File: src/hw/rtl/image_header_size_sniffer_macros.svh
// Assertion macros for the image header size sniffer.
// Define ASSERT_OFF to compile the checks out.
`ifndef IMAGE_HEADER_SIZE_SNIFFER_MACROS_SVH
`define IMAGE_HEADER_SIZE_SNIFFER_MACROS_SVH
`ifndef ASSERT_OFF
// Property that must hold on every clock edge outside reset.
`define IHSS_ASSERT(label, clk, rst_n, prop, msg) \
	label: assert property (@(posedge clk) disable iff (!rst_n) (prop)) else $error(msg);
// Overlapping implication outside reset.
`define IHSS_ASSERT_IMPL(label, clk, rst_n, ante, cons, msg) \
	label: assert property (@(posedge clk) disable iff (!rst_n) (ante) |-> (cons)) else $error(msg);
// Next-cycle implication outside reset.
`define IHSS_ASSERT_NEXT(label, clk, rst_n, ante, cons, msg) \
	label: assert property (@(posedge clk) disable iff (!rst_n) (ante) |=> (cons)) else $error(msg);
`else
`define IHSS_ASSERT(label, clk, rst_n, prop, msg)
`define IHSS_ASSERT_IMPL(label, clk, rst_n, ante, cons, msg)
`define IHSS_ASSERT_NEXT(label, clk, rst_n, ante, cons, msg)
`endif
`endif

File: src/hw/rtl/ihss_pkg.sv
`timescale 1ns / 1ps
`default_nettype none
// ----------------------------------------------------------------------------
// Image header size sniffer package
// Format and status codes, marker values and signature tables shared by the
// sniffer and its checks.
// ----------------------------------------------------------------------------
package ihss_pkg;

	// Result format codes.
	typedef enum logic [1:0] {
		FMT_UNKNOWN = 2'd0,
		FMT_JPEG    = 2'd1,
		FMT_PNG     = 2'd2
	} format_t;

	// Result status codes.
	typedef enum logic [2:0] {
		ST_OK      = 3'd0,
		ST_UNKNOWN = 3'd1,
		ST_SYNC    = 3'd2,
		ST_LENGTH  = 3'd3,
		ST_SCAN    = 3'd4,
		ST_DIM     = 3'd5,
		ST_TRUNC   = 3'd6,
		ST_NOIHDR  = 3'd7
	} status_t;

	// Marker and signature bytes.
	localparam logic [7:0] BYTE_FF     = 8'hFF;
	localparam logic [7:0] MARK_SOI    = 8'hD8;
	localparam logic [7:0] MARK_TEM    = 8'h01;
	localparam logic [7:0] MARK_RST0   = 8'hD0;
	localparam logic [7:0] MARK_EOI    = 8'hD9;
	localparam logic [7:0] MARK_SOS    = 8'hDA;
	localparam logic [7:0] MARK_SOF_LO = 8'hC0;
	localparam logic [7:0] MARK_SOF_HI = 8'hCF;
	localparam logic [7:0] MARK_DHT    = 8'hC4;
	localparam logic [7:0] MARK_JPG    = 8'hC8;
	localparam logic [7:0] MARK_DAC    = 8'hCC;
	localparam logic [7:0] PNG_LEAD    = 8'h89;

	// Smallest legal segment length and start-of-frame length.
	localparam logic [15:0] MIN_SEG_LEN = 16'd2;
	localparam logic [15:0] MIN_SOF_LEN = 16'd7;

	// Reset value of the largest accepted PNG dimension.
	localparam logic [15:0] MAX_DIM_RESET = 16'd32767;

	// Eight-byte PNG signature, by position.
	function automatic logic [7:0] png_sig(input logic [2:0] idx);
		logic [7:0] v;
		case (idx)
			3'd0: v = 8'h89;
			3'd1: v = 8'h50;
			3'd2: v = 8'h4E;
			3'd3: v = 8'h47;
			3'd4: v = 8'h0D;
			3'd5: v = 8'h0A;
			3'd6: v = 8'h1A;
			default: v = 8'h0A;
		endcase
		return v;
	endfunction

	// IHDR chunk tag, by position.
	function automatic logic [7:0] ihdr_tag(input logic [1:0] idx);
		logic [7:0] v;
		case (idx)
			2'd0: v = 8'h49;
			2'd1: v = 8'h48;
			2'd2: v = 8'h44;
			default: v = 8'h52;
		endcase
		return v;
	endfunction

	// Start-of-frame markers: C0..CF except DHT, JPG and DAC.
	function automatic logic is_sof(input logic [7:0] m);
		return (m >= MARK_SOF_LO) && (m <= MARK_SOF_HI) &&
			(m != MARK_DHT) && (m != MARK_JPG) && (m != MARK_DAC);
	endfunction

endpackage
`default_nettype wire

File: src/hw/rtl/image_header_size_sniffer.sv
// Pipeline: a result passes the input register, then the result register, to the output.
// Throughput: one input beat per cycle while results are taken; the input and
// result registers let a new beat enter while a finished result waits to be taken.
// Reset: arst_n clears the parser to the signature phase, empties both registers
// and sets max_png_dimension to 32767. The last beat of a file also clears the parser.
`timescale 1ns / 1ps
`default_nettype none
`include "image_header_size_sniffer_macros.svh"
// ----------------------------------------------------------------------------
// Image header size sniffer
// Reads a file one byte per beat, recognizes JPEG or PNG, and reports the
// image width and height, or the reason it failed, once per file.
// ----------------------------------------------------------------------------
module image_header_size_sniffer (
	input  wire logic        clk,
	input  wire logic        arst_n,
	// Configuration: max_png_dimension.
	input  wire logic        cfg_we,
	input  wire logic [15:0] cfg_wdata,
	// Input stream.
	input  wire logic        s_axis_tvalid,
	output logic             s_axis_tready,
	input  wire logic [7:0]  s_axis_tdata,  // data_byte[7:0]
	input  wire logic        s_axis_tlast,  // last_byte
	// Result stream.
	output logic             m_axis_tvalid,
	input  wire logic        m_axis_tready,
	output logic [39:0]      m_axis_tdata   // format[1:0], status[4:2], width[20:5],
	                                        // height[36:21], zero[39:37]
);

	typedef enum logic [2:0] {
		PH_SIG, PH_JFF, PH_JMARK, PH_JLEN0, PH_JLEN1, PH_JSKIP, PH_JSOF, PH_PNG
	} phase_t;

	// Configuration register.
	logic [15:0] max_dim_q;

	// Input register.
	logic       valid_s1;
	logic [7:0] byte_s1;
	logic       last_s1;

	// Parser state.
	phase_t              phase_q, phase_d;
	logic [4:0]          idx_q, idx_d;
	logic [15:0]         skip_q, skip_d;
	logic [7:0]          marker_q, marker_d;
	logic [7:0]          len_hi_q, len_hi_d;
	logic [31:0]         wacc_q, wacc_d;
	logic [31:0]         hacc_q, hacc_d;
	logic                decided_q, decided_d;
	ihss_pkg::format_t   fmt_hold_q, fmt_hold_d;

	// Result register.
	logic                out_valid_q;
	ihss_pkg::format_t   out_fmt_q;
	ihss_pkg::status_t   out_st_q;
	logic [15:0]         out_w_q;
	logic [15:0]         out_h_q;

	// Result of the current beat.
	logic                emit;
	logic                dec;
	ihss_pkg::format_t   r_fmt;
	ihss_pkg::status_t   r_st;
	logic [15:0]         r_w;
	logic [15:0]         r_h;
	logic [15:0]         seg_len;
	logic [31:0]         wnext;
	logic [31:0]         hnext;
	logic                advance;
	logic                step;

	// The input register moves whenever the result register can take a beat.
	assign advance       = !out_valid_q || m_axis_tready;
	assign step          = valid_s1 && advance;
	assign s_axis_tready = !valid_s1 || advance;

	assign m_axis_tvalid = out_valid_q;
	assign m_axis_tdata  = {3'b000, out_h_q, out_w_q, out_st_q, out_fmt_q};

	// Parser next state and the result of the byte in the input register.
	always_comb begin
		phase_d    = phase_q;
		idx_d      = idx_q;
		skip_d     = skip_q;
		marker_d   = marker_q;
		len_hi_d   = len_hi_q;
		wacc_d     = wacc_q;
		hacc_d     = hacc_q;
		decided_d  = decided_q;
		fmt_hold_d = fmt_hold_q;
		dec        = 1'b0;
		r_fmt      = ihss_pkg::FMT_UNKNOWN;
		r_st       = ihss_pkg::ST_UNKNOWN;
		r_w        = '0;
		r_h        = '0;
		seg_len    = {len_hi_q, byte_s1};
		wnext      = {wacc_q[23:0], byte_s1};
		hnext      = {hacc_q[23:0], byte_s1};
		if (!decided_q) begin
			unique case (phase_q)
				PH_SIG: begin
					if (idx_q == 5'd0) begin
						if (byte_s1 != ihss_pkg::BYTE_FF && byte_s1 != ihss_pkg::PNG_LEAD) begin
							dec = 1'b1;
						end else begin
							marker_d = byte_s1;
							idx_d    = 5'd1;
						end
					end else if (marker_q == ihss_pkg::BYTE_FF) begin
						if (byte_s1 != ihss_pkg::MARK_SOI) begin
							dec = 1'b1;
						end else begin
							fmt_hold_d = ihss_pkg::FMT_JPEG;
							phase_d    = PH_JFF;
						end
					end else if (byte_s1 != ihss_pkg::png_sig(idx_q[2:0])) begin
						dec = 1'b1;
					end else if (idx_q >= 5'd7) begin
						fmt_hold_d = ihss_pkg::FMT_PNG;
						phase_d    = PH_PNG;
						idx_d      = 5'd8;
					end else begin
						idx_d = idx_q + 5'd1;
					end
				end
				PH_JFF: begin
					if (byte_s1 != ihss_pkg::BYTE_FF) begin
						dec   = 1'b1;
						r_fmt = ihss_pkg::FMT_JPEG;
						r_st  = ihss_pkg::ST_SYNC;
					end else begin
						phase_d = PH_JMARK;
					end
				end
				PH_JMARK: begin
					marker_d = byte_s1;
					if (byte_s1 == ihss_pkg::MARK_TEM ||
						(byte_s1 >= ihss_pkg::MARK_RST0 && byte_s1 <= ihss_pkg::MARK_EOI)) begin
						phase_d = PH_JFF;
					end else begin
						phase_d = PH_JLEN0;
					end
				end
				PH_JLEN0: begin
					len_hi_d = byte_s1;
					phase_d  = PH_JLEN1;
				end
				PH_JLEN1: begin
					r_fmt = ihss_pkg::FMT_JPEG;
					if (seg_len < ihss_pkg::MIN_SEG_LEN) begin
						dec  = 1'b1;
						r_st = ihss_pkg::ST_LENGTH;
					end else if (ihss_pkg::is_sof(marker_q)) begin
						if (seg_len < ihss_pkg::MIN_SOF_LEN) begin
							dec  = 1'b1;
							r_st = ihss_pkg::ST_LENGTH;
						end else begin
							phase_d = PH_JSOF;
							idx_d   = '0;
							wacc_d  = '0;
							hacc_d  = '0;
						end
					end else if (marker_q == ihss_pkg::MARK_SOS) begin
						dec  = 1'b1;
						r_st = ihss_pkg::ST_SCAN;
					end else begin
						skip_d  = seg_len - ihss_pkg::MIN_SEG_LEN;
						phase_d = (seg_len == ihss_pkg::MIN_SEG_LEN) ? PH_JFF : PH_JSKIP;
					end
				end
				PH_JSKIP: begin
					skip_d = skip_q - 16'd1;
					if (skip_q == 16'd1) begin
						phase_d = PH_JFF;
					end
				end
				PH_JSOF: begin
					// Precision byte, then height, then width, each big-endian.
					if (idx_q == 5'd1 || idx_q == 5'd2) begin
						hacc_d = {16'd0, hacc_q[7:0], byte_s1};
					end else if (idx_q >= 5'd3) begin
						wacc_d = {16'd0, wacc_q[7:0], byte_s1};
					end
					if (idx_q >= 5'd4) begin
						dec   = 1'b1;
						r_fmt = ihss_pkg::FMT_JPEG;
						if (wacc_d == '0 || hacc_q == '0) begin
							r_st = ihss_pkg::ST_DIM;
						end else begin
							r_st = ihss_pkg::ST_OK;
							r_w  = wacc_d[15:0];
							r_h  = hacc_q[15:0];
						end
					end else begin
						idx_d = idx_q + 5'd1;
					end
				end
				PH_PNG: begin
					if (idx_q >= 5'd12 && idx_q <= 5'd15) begin
						if (byte_s1 != ihss_pkg::ihdr_tag(idx_q[1:0])) begin
							dec   = 1'b1;
							r_fmt = ihss_pkg::FMT_PNG;
							r_st  = ihss_pkg::ST_NOIHDR;
						end
					end else if (idx_q >= 5'd16 && idx_q <= 5'd19) begin
						wacc_d = wnext;
					end else if (idx_q >= 5'd20) begin
						hacc_d = hnext;
					end
					if (!dec) begin
						if (idx_q >= 5'd23) begin
							dec   = 1'b1;
							r_fmt = ihss_pkg::FMT_PNG;
							if (wacc_q == '0 || hacc_d == '0 ||
								wacc_q > {16'd0, max_dim_q} || hacc_d > {16'd0, max_dim_q}) begin
								r_st = ihss_pkg::ST_DIM;
							end else begin
								r_st = ihss_pkg::ST_OK;
								r_w  = wacc_q[15:0];
								r_h  = hacc_d[15:0];
							end
						end else begin
							idx_d = idx_q + 5'd1;
						end
					end
				end
			endcase
			if (dec) begin
				decided_d = 1'b1;
			end else if (last_s1) begin
				// End of file before any decision.
				r_fmt = (phase_d == PH_SIG) ? ihss_pkg::FMT_UNKNOWN : fmt_hold_d;
				r_st  = (phase_d == PH_SIG) ? ihss_pkg::ST_UNKNOWN : ihss_pkg::ST_TRUNC;
			end
		end
		emit = !decided_q && (dec || last_s1);
		// The last beat readies the parser for the next file.
		if (last_s1) begin
			phase_d    = PH_SIG;
			idx_d      = '0;
			skip_d     = '0;
			marker_d   = '0;
			len_hi_d   = '0;
			wacc_d     = '0;
			hacc_d     = '0;
			decided_d  = 1'b0;
			fmt_hold_d = ihss_pkg::FMT_UNKNOWN;
		end
	end

	// Configuration, input register, parser state and result register.
	always_ff @(posedge clk or negedge arst_n) begin
		if (!arst_n) begin
			max_dim_q   <= ihss_pkg::MAX_DIM_RESET;
			valid_s1    <= 1'b0;
			byte_s1     <= '0;
			last_s1     <= 1'b0;
			phase_q     <= PH_SIG;
			idx_q       <= '0;
			skip_q      <= '0;
			marker_q    <= '0;
			len_hi_q    <= '0;
			wacc_q      <= '0;
			hacc_q      <= '0;
			decided_q   <= 1'b0;
			fmt_hold_q  <= ihss_pkg::FMT_UNKNOWN;
			out_valid_q <= 1'b0;
			out_fmt_q   <= ihss_pkg::FMT_UNKNOWN;
			out_st_q    <= ihss_pkg::ST_OK;
			out_w_q     <= '0;
			out_h_q     <= '0;
		end else begin
			if (cfg_we) begin
				max_dim_q <= cfg_wdata;
			end
			if (s_axis_tready) begin
				valid_s1 <= s_axis_tvalid;
				byte_s1  <= s_axis_tdata;
				last_s1  <= s_axis_tlast;
			end
			if (step) begin
				phase_q    <= phase_d;
				idx_q      <= idx_d;
				skip_q     <= skip_d;
				marker_q   <= marker_d;
				len_hi_q   <= len_hi_d;
				wacc_q     <= wacc_d;
				hacc_q     <= hacc_d;
				decided_q  <= decided_d;
				fmt_hold_q <= fmt_hold_d;
			end
			if (advance) begin
				out_valid_q <= step && emit;
				if (step && emit) begin
					out_fmt_q <= r_fmt;
					out_st_q  <= r_st;
					out_w_q   <= r_w;
					out_h_q   <= r_h;
				end
			end
		end
	end

	// Checks on the parser and the result register.
	`IHSS_ASSERT_IMPL(a_ok_has_size, clk, arst_n, out_valid_q && out_st_q == ihss_pkg::ST_OK, out_w_q != 16'd0 && out_h_q != 16'd0, "ok result with zero size")
	`IHSS_ASSERT_IMPL(a_fail_no_size, clk, arst_n, out_valid_q && out_st_q != ihss_pkg::ST_OK, out_w_q == 16'd0 && out_h_q == 16'd0, "failed result carries a size")
	`IHSS_ASSERT_NEXT(a_last_clears, clk, arst_n, step && last_s1, phase_q == PH_SIG && !decided_q && idx_q == 5'd0, "last beat did not clear the parser")
	`IHSS_ASSERT_IMPL(a_decide_emits, clk, arst_n, $rose(decided_q), out_valid_q, "decision without a result")
	`IHSS_ASSERT_IMPL(a_unknown_fmt, clk, arst_n, out_valid_q && out_fmt_q == ihss_pkg::FMT_UNKNOWN, out_st_q == ihss_pkg::ST_UNKNOWN, "unknown format with other status")

endmodule
`default_nettype wire

File: config.mk
export PLATFORM = sky130hd
export DESIGN_NAME = image_header_size_sniffer
export DESIGN_NICKNAME = d
export VERILOG_FILES = /design/src/hw/rtl/ihss_pkg.sv /design/src/hw/rtl/image_header_size_sniffer.sv
export VERILOG_INCLUDE_DIRS = /design/src /design/src/hw/rtl
export SDC_FILE = /design/constraint.sdc
export NUM_CORES = 1
export LEC_CHECK = 0
export ABC_AREA = 0
export BUFFER_PORTS_ARGS = -buffer_cell sky130_fd_sc_hd__buf_2
export CAP_MARGIN = 40
export CORE_ASPECT_RATIO = 0.8
export CORE_MARGIN = 1
export CORE_UTILIZATION = 55
export DETAILED_ROUTE_END_ITERATION = 8
export HOLD_SLACK_MARGIN = 0.12
export PLACE_DENSITY_LB_ADDON = 0.3
export RECOVER_POWER = 25
export SLEW_MARGIN = 0
export SYNTH_ARGS = -nofsm -noshare
export SYNTH_HDL_FRONTEND = slang
export SYNTH_SLANG_ARGS = --single-unit
File: constraint.sdc
create_clock -name clk -period 4.9 [get_ports clk]
set_input_delay 0.735 -clock clk [delete_from_list [all_inputs] [get_ports clk]]
set_output_delay 0.735 -clock clk [all_outputs]
set_load 0.02 [all_outputs]
==> impl_metrics.yaml, run 1 <==
drt:
  ant_nets: 0
  vias: 8666
  wl_per_cell_microns: 19.9
  first_pass_iters: 6
  routed_via_density: 6.33
  initialDrtViolationCount: 993
  drt_wl_total_microns: 27200
  remaining_drc_errors: 0
clock_tree:
  cts_made_buffers: 17
  clkTransAtPathRegs_ns: 0.07
  ctsHtreeMaxLevel: 4
  cts_setup_buffers: 0
  clockBufferDepth: 2
  cts_tree: "built"
  cts_resized: 0
  cts_hold_buf: 0
  cts_root_buffer: "clkbuf_16"
  clock-sinks: 171
  clk_latency_ns: 0.44
timing:
  post-route-period-util_pct: 87.0
  hold_viol: 0
  maxSlewViolCount: 104
  fmax_mhz: 235
  setup_viol: 0
  worstMarginPinSlew_ns: 1.86
  fin_crit_ns: 4.26
  slew_headroom_pct: -23.7
  setup_ws_ns: 0.638
  skew_ns: 0.0132
  fin_setup_tns_ns: 0
  rsz0062_at_grt: "false"
floorplanning:
  initial_core_util_pct: 56.1
  die_w_microns: 154
  rows: 44
  coreArea_sq_um: 18200
  fp.dieArea_sq_um: 19100
  pin_count: 72
  chipHeight_microns: 124
finish:
  fin_area_sq_um: 11200
  syn2layout_area_growth_pct: 10.2
  insertedDiodeCount: 0
  final_net_count: 1199
  drive_above_1_share_pct: 16.5
yosys:
  syn_inst: 1088
  postSynthAreaPerCell_sq_um: 9.37
  async_reset_ff_share_pct: 100
  synth.largest_area_cell: "dfrtp_1"
  yosysWarnings: 0
  synth_area_sq_um: 10200
  synth.distinct_cells: 81
  synthFlopType: "dfrtp_1"
  ys_ff_latch: 171
  synth_area_leaders: "dfrtp_1 (38%), ha_1 (5.4%), a22o_1 (5.2%)"
  synth_edf_count: 0
  ys_seq_area_share_pct: 42.2
  synth_top_area_share_pct: 38.3
power:
  p_leak_uw: 0.00534
  vdd_drop_max_v: 0.000208
  p_per_area_nw_per_um2: 368
worst_setup_path:
  critPathLaunch: "idx_q[0]$_DFFE_PN0P_"
  slowest_delay_ns: 0.40
  r2r_cells: 18
  crit_type: "reg2reg"
  crit_slowest_cell: "mux2i_1"
  worstPathCellList: "buf_4 > ha_1 > and3_1 > ha_1 > nor2b_1 > o21ai_2 > buf_8 > mux2i_1 > inv_1 > ha_1 > nand4_1 > a21oi_1 > o31ai_1 > a22o_1 > nand4_1 > buf_4 > o21ai_0 > mux2_2"
  cp.arrival_ns: 4.59
  endpoint: "out_h_q[15]$_DFFE_PN0P_"
  regToRegStartpoint: "idx_q[0]$_DFFE_PN0P_"
  rr_endpoint: "out_h_q[15]$_DFFE_PN0P_"
  end_kind: "flip-flop"
  cpMostUsedCell: "ha_1"
  crit_fanout: 32
  cp_data_required_time_ns: 5.23
  rrSetupSlack_ns: 0.64
  cp-start-kind: "flip-flop"
global_routing:
  grt_max_degree: 71
  met3_usage_pct: 7.03
  groute.usage.overall_pct: 29.5
  first_global_vias: 7829
  busiest_layer: "met1"
  antenna_found_initial: 0
  grt.overflow.total: 0
  grt_pass1_wl_microns: 43200
  grt_use_met2_pct: 41.6
  grtUsageMet1_pct: 45.5
hold_path:
  hold_path.class: "in2reg"
  hold-path-cell-count: 3
placement:
  placed_area_sq_um: 10700
  hpwl_microns: 19000
  pre_cts_ws_ns: 0.755
  gp_congestion: 0.898
  portBuffers: 68
run_status:
  status: "finished, violations left"
  violations: "max-capacitance violations, max-slew violations"
flow_run:
  max_cap_viol_count: 2
## worst min path at each step
stage / startpoint / end / slack (ns)
4_1_cts: arst_n / wacc_q[24]$_DFFE_PN0P_ / 0.19
3_5_place_dp: skip_q[7]$_DFFE_PN0P_ / skip_q[7]$_DFFE_PN0P_ / 0.49
5_1_grt: s_axis_tdata[0] / byte_s1[0]$_DFFE_PN0P_ / 0.50
3_3_place_gp: skip_q[7]$_DFFE_PN0P_ / skip_q[7]$_DFFE_PN0P_ / 0.49
6_report: s_axis_tdata[7] / byte_s1[7]$_DFFE_PN0P_ / 0.50
2_1_floorplan: arst_n / byte_s1[0]$_DFFE_PN0P_ / 0.44
## sequential cells by signal, indices dropped and copies added (netlist names)
| register | flops |
|---|---|
| out_w_q | 16 |
| phase_q | 3 |
| fmt_hold_q | 2 |
| max_dim_q | 16 |
| skip_q | 16 |
| len_hi_q | 8 |
| marker_q | 8 |
| byte_s1 | 8 |
| last_s1 | 1 |
| wacc_q | 32 |
| hacc_q | 32 |
| out_st_q | 3 |
| decided_q | 1 |
| m_axis_tvalid | 1 |
| out_fmt_q | 2 |
| valid_s1 | 1 |
| out_h_q | 16 |
| idx_q | 5 |
## metal layers
layer	wire, microns	vias up
met2	11600	391
met5	0	-
met3	2330	42
met1	12900	4203
li1	-	4030
met4	359	0
## cells in the mapped netlist, types with 5 or more instances
cell type,instances
nand4_1,15
nor4_1,24
xnor2_1,9
o41ai_1,8
o211ai_1,7
nor3_1,25
a22oi_1,5
buf_4,8
nand2_1,122
o2bb2ai_1,5
and3_1,6
o21ai_0,96
a31oi_1,7
o31ai_1,22
dfstp_2,15
a21o_1,13
nor2b_1,7
a211oi_1,5
and4_1,5
or3_1,5
mux2i_1,12
ha_1,44
xor2_1,8
nor3_2,6
a211o_1,5
inv_1,69
clkbuf_1,30
buf_2,23
dfrtp_1,156
mux2_2,8
a22o_1,61
a21oi_1,53
nand2b_1,7
nor2_1,57
mux2_4,26
o21ai_1,34
nand3_1,20
## worst max-delay path: cells and delay by family (launching register included)
kind | cells | cell delay, ns
AOI/OAI and AO/OA | 5 | 0.82
adders and majority gates | 3 | 0.79
buffers and inverters | 4 | 0.91
muxes | 2 | 0.68
and+or+nand+nor | 4 | 0.58
DFF | 1 | 0.36
## cell families after synthesis
group / share of synthesized area (%)
AO/OA/AOI/OAI: 23.0
XOR/XNOR: 1.46
adder cells (fa/ha/maj): 5.40
buffers and inverters: 5.92
flip-flops: 42.2
multiplexers: 5.89
other: 0.0368
AND/OR/NAND/NOR: 16.2
## cell type report
cell class	count	area [sq um]
flip-flops and latches	171	4300
fillers	1575	6940
clock inverters	12	125
multi-input cells	782	5320
well taps	230	288
clock buffers	20	457
repair buffers	83	482
inverters	70	263
## cell usage in the layout (no fill, tap or decap), drive strengths merged, types with 6 or more instances in the layout
master and count:
dfrtp 156, o21ai 130, nand2 122, buf 81, inv 77, a22o 61
nor2 59, a21oi 53, ha 44, mux2 34, nor3 32, nor4 25
o31ai 22, clkbuf 22, nand3 20, nand4 15, dfstp 15, a21o 13
mux2i 12, xnor2 9, xor2 8, o41ai 8, a31oi 8, nor2b 7
nand2b 7, o211ai 7, and3 6, a211oi 6
## power by group
group,internal [uW],switching [uW]
Clock,743,612
Combinational,378,712
Sequential,1520,166
Total,2640,1490
## through the flow
| step | power [uW] | hold WS (ns) | utilization [%] | instances |
|---|---|---|---|---|
| CTS | 4130 | 0.189 | 62.0 | 1368 |
| floorplan | 2450 | 0.439 | - | 1090 |
| detailed placement | 2770 | 0.485 | 58.8 | 1336 |
| finish | 4130 | 0.495 | 61.8 | 1368 |
| global placement | 2740 | 0.485 | 58.4 | 1331 |
| global route | 4310 | 0.498 | 61.8 | 1368 |
Power figures use the tool's default switching activity.
==> inputs of run 2 (changes only) <==
CORE_MARGIN = 5   (was 1)
==> run 2 against run 1 <==
The flow still finishes with violations (max-capacitance violations, max-slew violations). Combinational power hardly changed. Sequential cell count stayed put. Fmax is 5.0% higher. Hold slack better by 0.0035 ns. Sequential power hardly changed. First-iteration DRC count is 7.3% higher. Via count is 1.2% higher. Count of clock-buffer cells in the layout is 2 lower. Largest power group unchanged.
==> impl_metrics.yaml, run 2 (same netlist as run 1, synthesis figures left out) <==
run_status:
  status: "finished, violations left"
  violations: "max-capacitance violations, max-slew violations"
power:
  vdd_drop_max_v: 0.000195
  p_leak_uw: 0.00535
  p_per_area_nw_per_um2: 375
  finalPower_uw: 4210
finish:
  fill_cells: 1551
  mostFrequentLayoutCells: "dfrtp_1 (156), nand2_1 (122), o21ai_0 (95), inv_1 (69), buf_2 (67)"
  syn2layout_area_growth_pct: 10.4
  insertedDiodeCount: 0
  final_net_count: 1200
  final_common_cell: "dfrtp_1"
  drive_above_1_share_pct: 16.7
  stdcell_count: 1369
  fin_area_sq_um: 11300
  reg_top3: "hacc_q: 32 flops, wacc_q: 32 flops"
drt:
  drt_wl_total_microns: 27700
  routed_via_density: 6.41
  vias: 8774
  initialDrtViolationCount: 1065
  remaining_drc_errors: 0
  first_pass_iters: 5
  wl_per_cell_microns: 20.2
  ant_nets: 0
global_routing:
  first_global_vias: 8181
  groute.usage.overall_pct: 25.8
  grt_pass1_wl_microns: 44400
  antenna_found_initial: 0
  grt.overflow.total: 0
  grt_max_degree: 79
timing:
  fin_crit_ns: 4.06
  hold_viol: 0
  post-route-period-util_pct: 82.8
  setup_viol: 0
  rsz0062_at_grt: "false"
  fmax_mhz: 246
  skew_ns: 0.00936
  setup_ws_ns: 0.843
  fin_setup_tns_ns: 0
  worstMarginPinSlew_ns: 1.85
  maxSlewViolCount: 176
  slew_headroom_pct: -23.4
clock_tree:
  cts_resized: 0
  clk_latency_ns: 0.44
  cts_root_buffer: "clkbuf_16"
  clkTransAtPathRegs_ns: 0.07
  cts_made_buffers: 17
  cts_setup_buffers: 0
  cts_tree: "built"
  clockBufferDepth: 2
  cts_hold_buf: 0
  ctsHtreeMaxLevel: 4
  clock-sinks: 171
hold_path:
  hold_path.class: "in2reg"
floorplanning:
  die_w_microns: 162
  fp.dieArea_sq_um: 21400
  chipHeight_microns: 132
  initial_core_util_pct: 56.1
  coreArea_sq_um: 18200
  pin_count: 72
  rows: 44
placement:
  portBuffers: 68
  gp_congestion: 0.927
  dp_cells: 1337
  placed_area_sq_um: 10700
  hpwl_microns: 19400
  pre_cts_ws_ns: 0.896
worst_setup_path:
  crit_fanout: 18
  slowest_delay_ns: 0.37
  crit_type: "reg2reg"
  cp-start-kind: "flip-flop"
  end_kind: "flip-flop"
  cp.arrival_ns: 4.39
  critPathBufInv: 4
  crit_slowest_cell: "a21oi_1"
  cp_data_required_time_ns: 5.23
  path_delay_family: "compound AO/OA/AOI/OAI gates"
  worstPathCellList: "buf_4 > ha_1 > and3_1 > ha_1 > nor2b_1 > o21ai_2 > buf_4 > a21oi_1 > inv_1 > ha_1 > a21oi_1 > a21boi_0 > o31ai_1 > a22o_1 > nand4_1 > buf_4 > o21ai_1 > mux2_4"
flow_run:
  max_cap_viol_count: 3
==> run 2: worst paths after layout <==
check                           slack [ns]                 endpoint  cells after the start                   start
max in group asynchronous             1.63  marker_q[3]$_DFFE_PN0P_                      2                  arst_n
worst max-delay path                  0.84  out_h_q[12]$_DFFE_PN0P_                     18    idx_q[0]$_DFFE_PN0P_
worst max register to register        0.84  out_h_q[12]$_DFFE_PN0P_                     18    idx_q[0]$_DFFE_PN0P_
worst min register to register        0.50   hacc_q[26]$_DFFE_PN0P_                      1  hacc_q[26]$_DFFE_PN0P_
min in group asynchronous             0.70   wacc_q[27]$_DFFE_PN0P_                      1                  arst_n
worst min-delay path                  0.50   byte_s1[0]$_DFFE_PN0P_                      3         s_axis_tdata[0]
==> run 2: cell type report <==
type | count | area (sq um) | share of cell area (%)
inverter | 70 | 263 | 2.34
clock buffer | 18 | 439 | 3.90
sequential | 171 | 4300 | 38.2
clock inverter | 14 | 179 | 1.59
tap | 230 | 288 | 2.56
timing repair buffer | 84 | 467 | 4.15
multi-input combinational | 782 | 5320 | 47.3
==> run 2: metrics by stage <==
step	hold WS, ns	util, %
after floorplan	0.439	-
after global placement	0.490	58.5
after detailed placement	0.487	58.8
after CTS	0.173	62.2
after global routing	0.500	61.9
final	0.499	61.9
==> run 2: worst min-delay path: stages <==
cell	delay, ns
buf_2	0.07
nand2_1	0.03
o21ai_0	0.05
==> run 2: layer usage <==
layer	track usage, %	vias to the layer above	wire [microns]
met5	0	-	0
met2	36.5	396	11900
met3	4.78	40	2040
met4	7.42	0	432
met1	40.3	4286	13200
li1	-	4052	-
==> run 2: power breakdown <==
part / total (uW) / switching, uW / internal, uW
Sequential: 1680 / 166 / 1520
Clock: 1440 / 650 / 790
Combinational: 1090 / 715 / 377
Total: 4210 / 1530 / 2680
==> inputs of run 3 (changes only) <==
ABC_AREA = 1   (was 0)
clock period = 4 ns   (was 4.9 ns; I/O delays follow)
==> run 3 against run 2 <==
Count of clock-buffer cells in the layout fell by 1. Critical endpoint is now out_h_q[1]$_DFFE_PN0P_. Die area rose by 11%. Synthesized cell count rose by 54%. Combinational power rose by 96%. Highest routed layer unchanged. Via count rose by 31%. Sequential power rose by 30%. Largest power group unchanged. The run still ends with max-capacitance violations, max-slew violations left. Global-route usage rose by 3.8 points.
==> impl_metrics.yaml, run 3 <==
global_routing:
  first_global_vias: 10500
  antenna_found_initial: 0
  grt.overflow.total: 0
  grt_max_degree: 78
  grt_pass1_wl_microns: 56000
  groute.usage.overall_pct: 29.6
finish:
  fill_cells: 1944
  mostFrequentLayoutCells: "nand2_1 (447), inv_1 (194), nor2_1 (183), o21ai_0 (169), dfrtp_1 (156)"
  final_net_count: 1793
  final_common_cell: "nand2_1"
  seqCellArea_sq_um: 4300
  reg_top3: "hacc_q: 32 flops, wacc_q: 32 flops"
  multiInputGateArea_sq_um: 5920
  drive_above_1_share_pct: 9.93
  syn2layout_area_growth_pct: 9.95
  fin_area_sq_um: 12500
  insertedDiodeCount: 0
  fin_util_pct: 61.0
yosys:
  synth_edf_count: 0
  syn_inst: 1677
  ys_ff_latch: 171
  synthFlopType: "dfrtp_1"
  synth_area_sq_um: 11400
  yosysMostFrequentCell: "nand2_1"
  synth_top_area_share_pct: 34.3
  synth.distinct_cells: 47
  synth_area_leaders: "dfrtp_1 (34%), nand2_1 (15%), o21ai_0 (7.5%)"
  postSynthAreaPerCell_sq_um: 6.79
  async_reset_ff_share_pct: 100
  yosysWarnings: 0
  ys_top_cells_by_count: "nand2_1 (447), inv_1 (194), nor2_1 (184)"
  synth.largest_area_cell: "dfrtp_1"
  ys_seq_area_share_pct: 37.8
clock_tree:
  clock-sinks: 171
  ctsHtreeMaxLevel: 4
  clk_latency_ns: 0.44
  cts_made_buffers: 17
  cts_setup_buffers: 0
  cts_tree: "built"
  cts_hold_buf: 0
  cts_root_buffer: "clkbuf_16"
  clockBufferDepth: 2
  clkTransAtPathRegs_ns: 0.08
timing:
  post-route-period-util_pct: 91.6
  rsz0062_at_grt: "false"
  maxSlewViolCount: 61
  setup_viol: 0
  fin_setup_tns_ns: 0
  fin_crit_ns: 3.67
  worstMarginPinSlew_ns: 3.30
  slew_headroom_pct: -120
  fmax_mhz: 273
  setup_ws_ns: 0.335
  skew_ns: 0.0142
  hold_viol: 0
floorplanning:
  rows: 47
  initial_core_util_pct: 55.5
  chipHeight_microns: 139
  coreArea_sq_um: 20500
  die_w_microns: 171
  fp.dieArea_sq_um: 23700
  pin_count: 72
placement:
  pre_cts_ws_ns: 0.390
  gp_congestion: 1.04
  portBuffers: 68
  placed_area_sq_um: 11900
  hpwl_microns: 25500
worst_setup_path:
  crit_type: "reg2reg"
  crit_fanout: 30
  cp-start-kind: "flip-flop"
  cp_data_required_time_ns: 4.33
  end_kind: "flip-flop"
  cp.arrival_ns: 3.99
  rrSetupSlack_ns: 0.33
power:
  pwr-share-clk_pct: 28.2
  p_per_area_nw_per_um2: 482
  p_leak_uw: 0.00642
  p_int_uw: 3480
  vdd_drop_max_v: 0.000331
  p_sw_share_pct: 42.3
  p_seq_share_pct: 36.3
  switchingPower_uw: 2550
  combPwrFrac_pct: 35.5
drt:
  first_pass_iters: 6
  initialDrtViolationCount: 1328
  drt_wl_total_microns: 35200
  remaining_drc_errors: 0
  ant_nets: 0
  vias: 11500
  routed_via_density: 5.76
  wl_per_cell_microns: 17.6
run_status:
  violations: "max-capacitance violations, max-slew violations"
  status: "finished, violations left"
hold_path:
  hold_path.class: "in2reg"
flow_run:
  max_cap_viol_count: 1
## run 3: cell count changes after synthesis, moves of 61 or more
cell     before  now
inv_1        69  194
nand3_1      20  119
a22o_1       61    0
nor2_1       57  184
o21ai_0      96  170
nand2_1     122  447
## run 3: timing repair
item | 4_1_cts | 5_1_grt
hold endpoints to repair | 0 | 0
setup endpoints to repair | 0 | 6
resized for setup | 0 | 1
## run 3: worst max-delay path, stage by stage, from the launching register on
cell and delay [ns]:
dfrtp_1 0.45, ha_1 0.26, inv_1 0.08, nor2_1 0.05, ha_1 0.21, nor2_4 0.20, nand2_4 0.19, o21ai_1 0.33
inv_1 0.08, ha_1 0.29, nand2_1 0.08, nor3_1 0.25, nand2_1 0.08, nand2_1 0.06, nand2_1 0.04, nand2_1 0.10
inv_1 0.09, nand3_2 0.08, buf_4 0.32, nor2_1 0.10, o21ai_1 0.15, nand2_1 0.06
## run 3: worst paths after layout
| path | startpoint | to | cells after the start |
|---|---|---|---|
| worst max-delay path | idx_q[1]$_DFFE_PN0P_ | out_h_q[1]$_DFFE_PN0P_ | 21 |
| worst min register to register | out_h_q[7]$_DFFE_PN0P_ | out_h_q[7]$_DFFE_PN0P_ | 2 |
| min in group asynchronous | arst_n | valid_s1$_DFFE_PN0P_ | 1 |
| max in group asynchronous | arst_n | hacc_q[19]$_DFFE_PN0P_ | 2 |
| worst max register to register | idx_q[1]$_DFFE_PN0P_ | out_h_q[1]$_DFFE_PN0P_ | 21 |
| worst min-delay path | s_axis_tvalid | valid_s1$_DFFE_PN0P_ | 3 |
## run 3: cell families (layout without fill, tap and decap cells)
logic type      count (synthesis)  in the layout  share of synthesized area [%]
other cells                     1              3                         0.0329
fa+ha+maj                      44             44                           4.84
buf+inv                       283            336                           10.3
simple gates                  826            826                           30.3
compound gates                346            346                           16.3
flops                         171            171                           37.8
xor+xnor                        5              5                          0.385
mux                             1              1                         0.0989
## run 3: area by class of cell
| type | instances | area share, % |
|---|---|---|
| repair buffers | 97 | 4.47 |
| inverters | 207 | 6.24 |
| multi-input cells | 1225 | 47.3 |
| well taps | 269 | 2.69 |
| clock inverters | 15 | 1.58 |
| clock buffers | 17 | 3.40 |
| flip-flops and latches | 171 | 34.3 |
## run 3: per-stage QoR
| step | hold WS [ns] | std cells | power, uW |
|---|---|---|---|
| floorplan | 0.304 | 1679 | 3740 |
| global placement | 0.458 | 1967 | 4260 |
| detailed placement | 0.459 | 1969 | 4300 |
| CTS | 0.146 | 2001 | 6010 |
| global route | 0.336 | 2001 | 6430 |
| finish | 0.342 | 2001 | 6030 |
## run 3: metal layers
metal / vias up / share of wire (%) / track usage, %
met4: 0 / 2.3 / 8.46
met3: 66 / 11 / 7.89
met1: 5384 / 46 / 45.2
li1: 5545 / - / -
met2: 539 / 41 / 41.2
met5: - / 0 / 0
## run 3: power groups by stage
stage	registers, uW	clock network [uW]	logic, uW
floorplan	2170	0	1570
finish	2190	1700	2140
detailed placement	2210	0	2090
CTS	2180	1730	2100
global placement	2200	0	2060
global route	2220	1810	2410
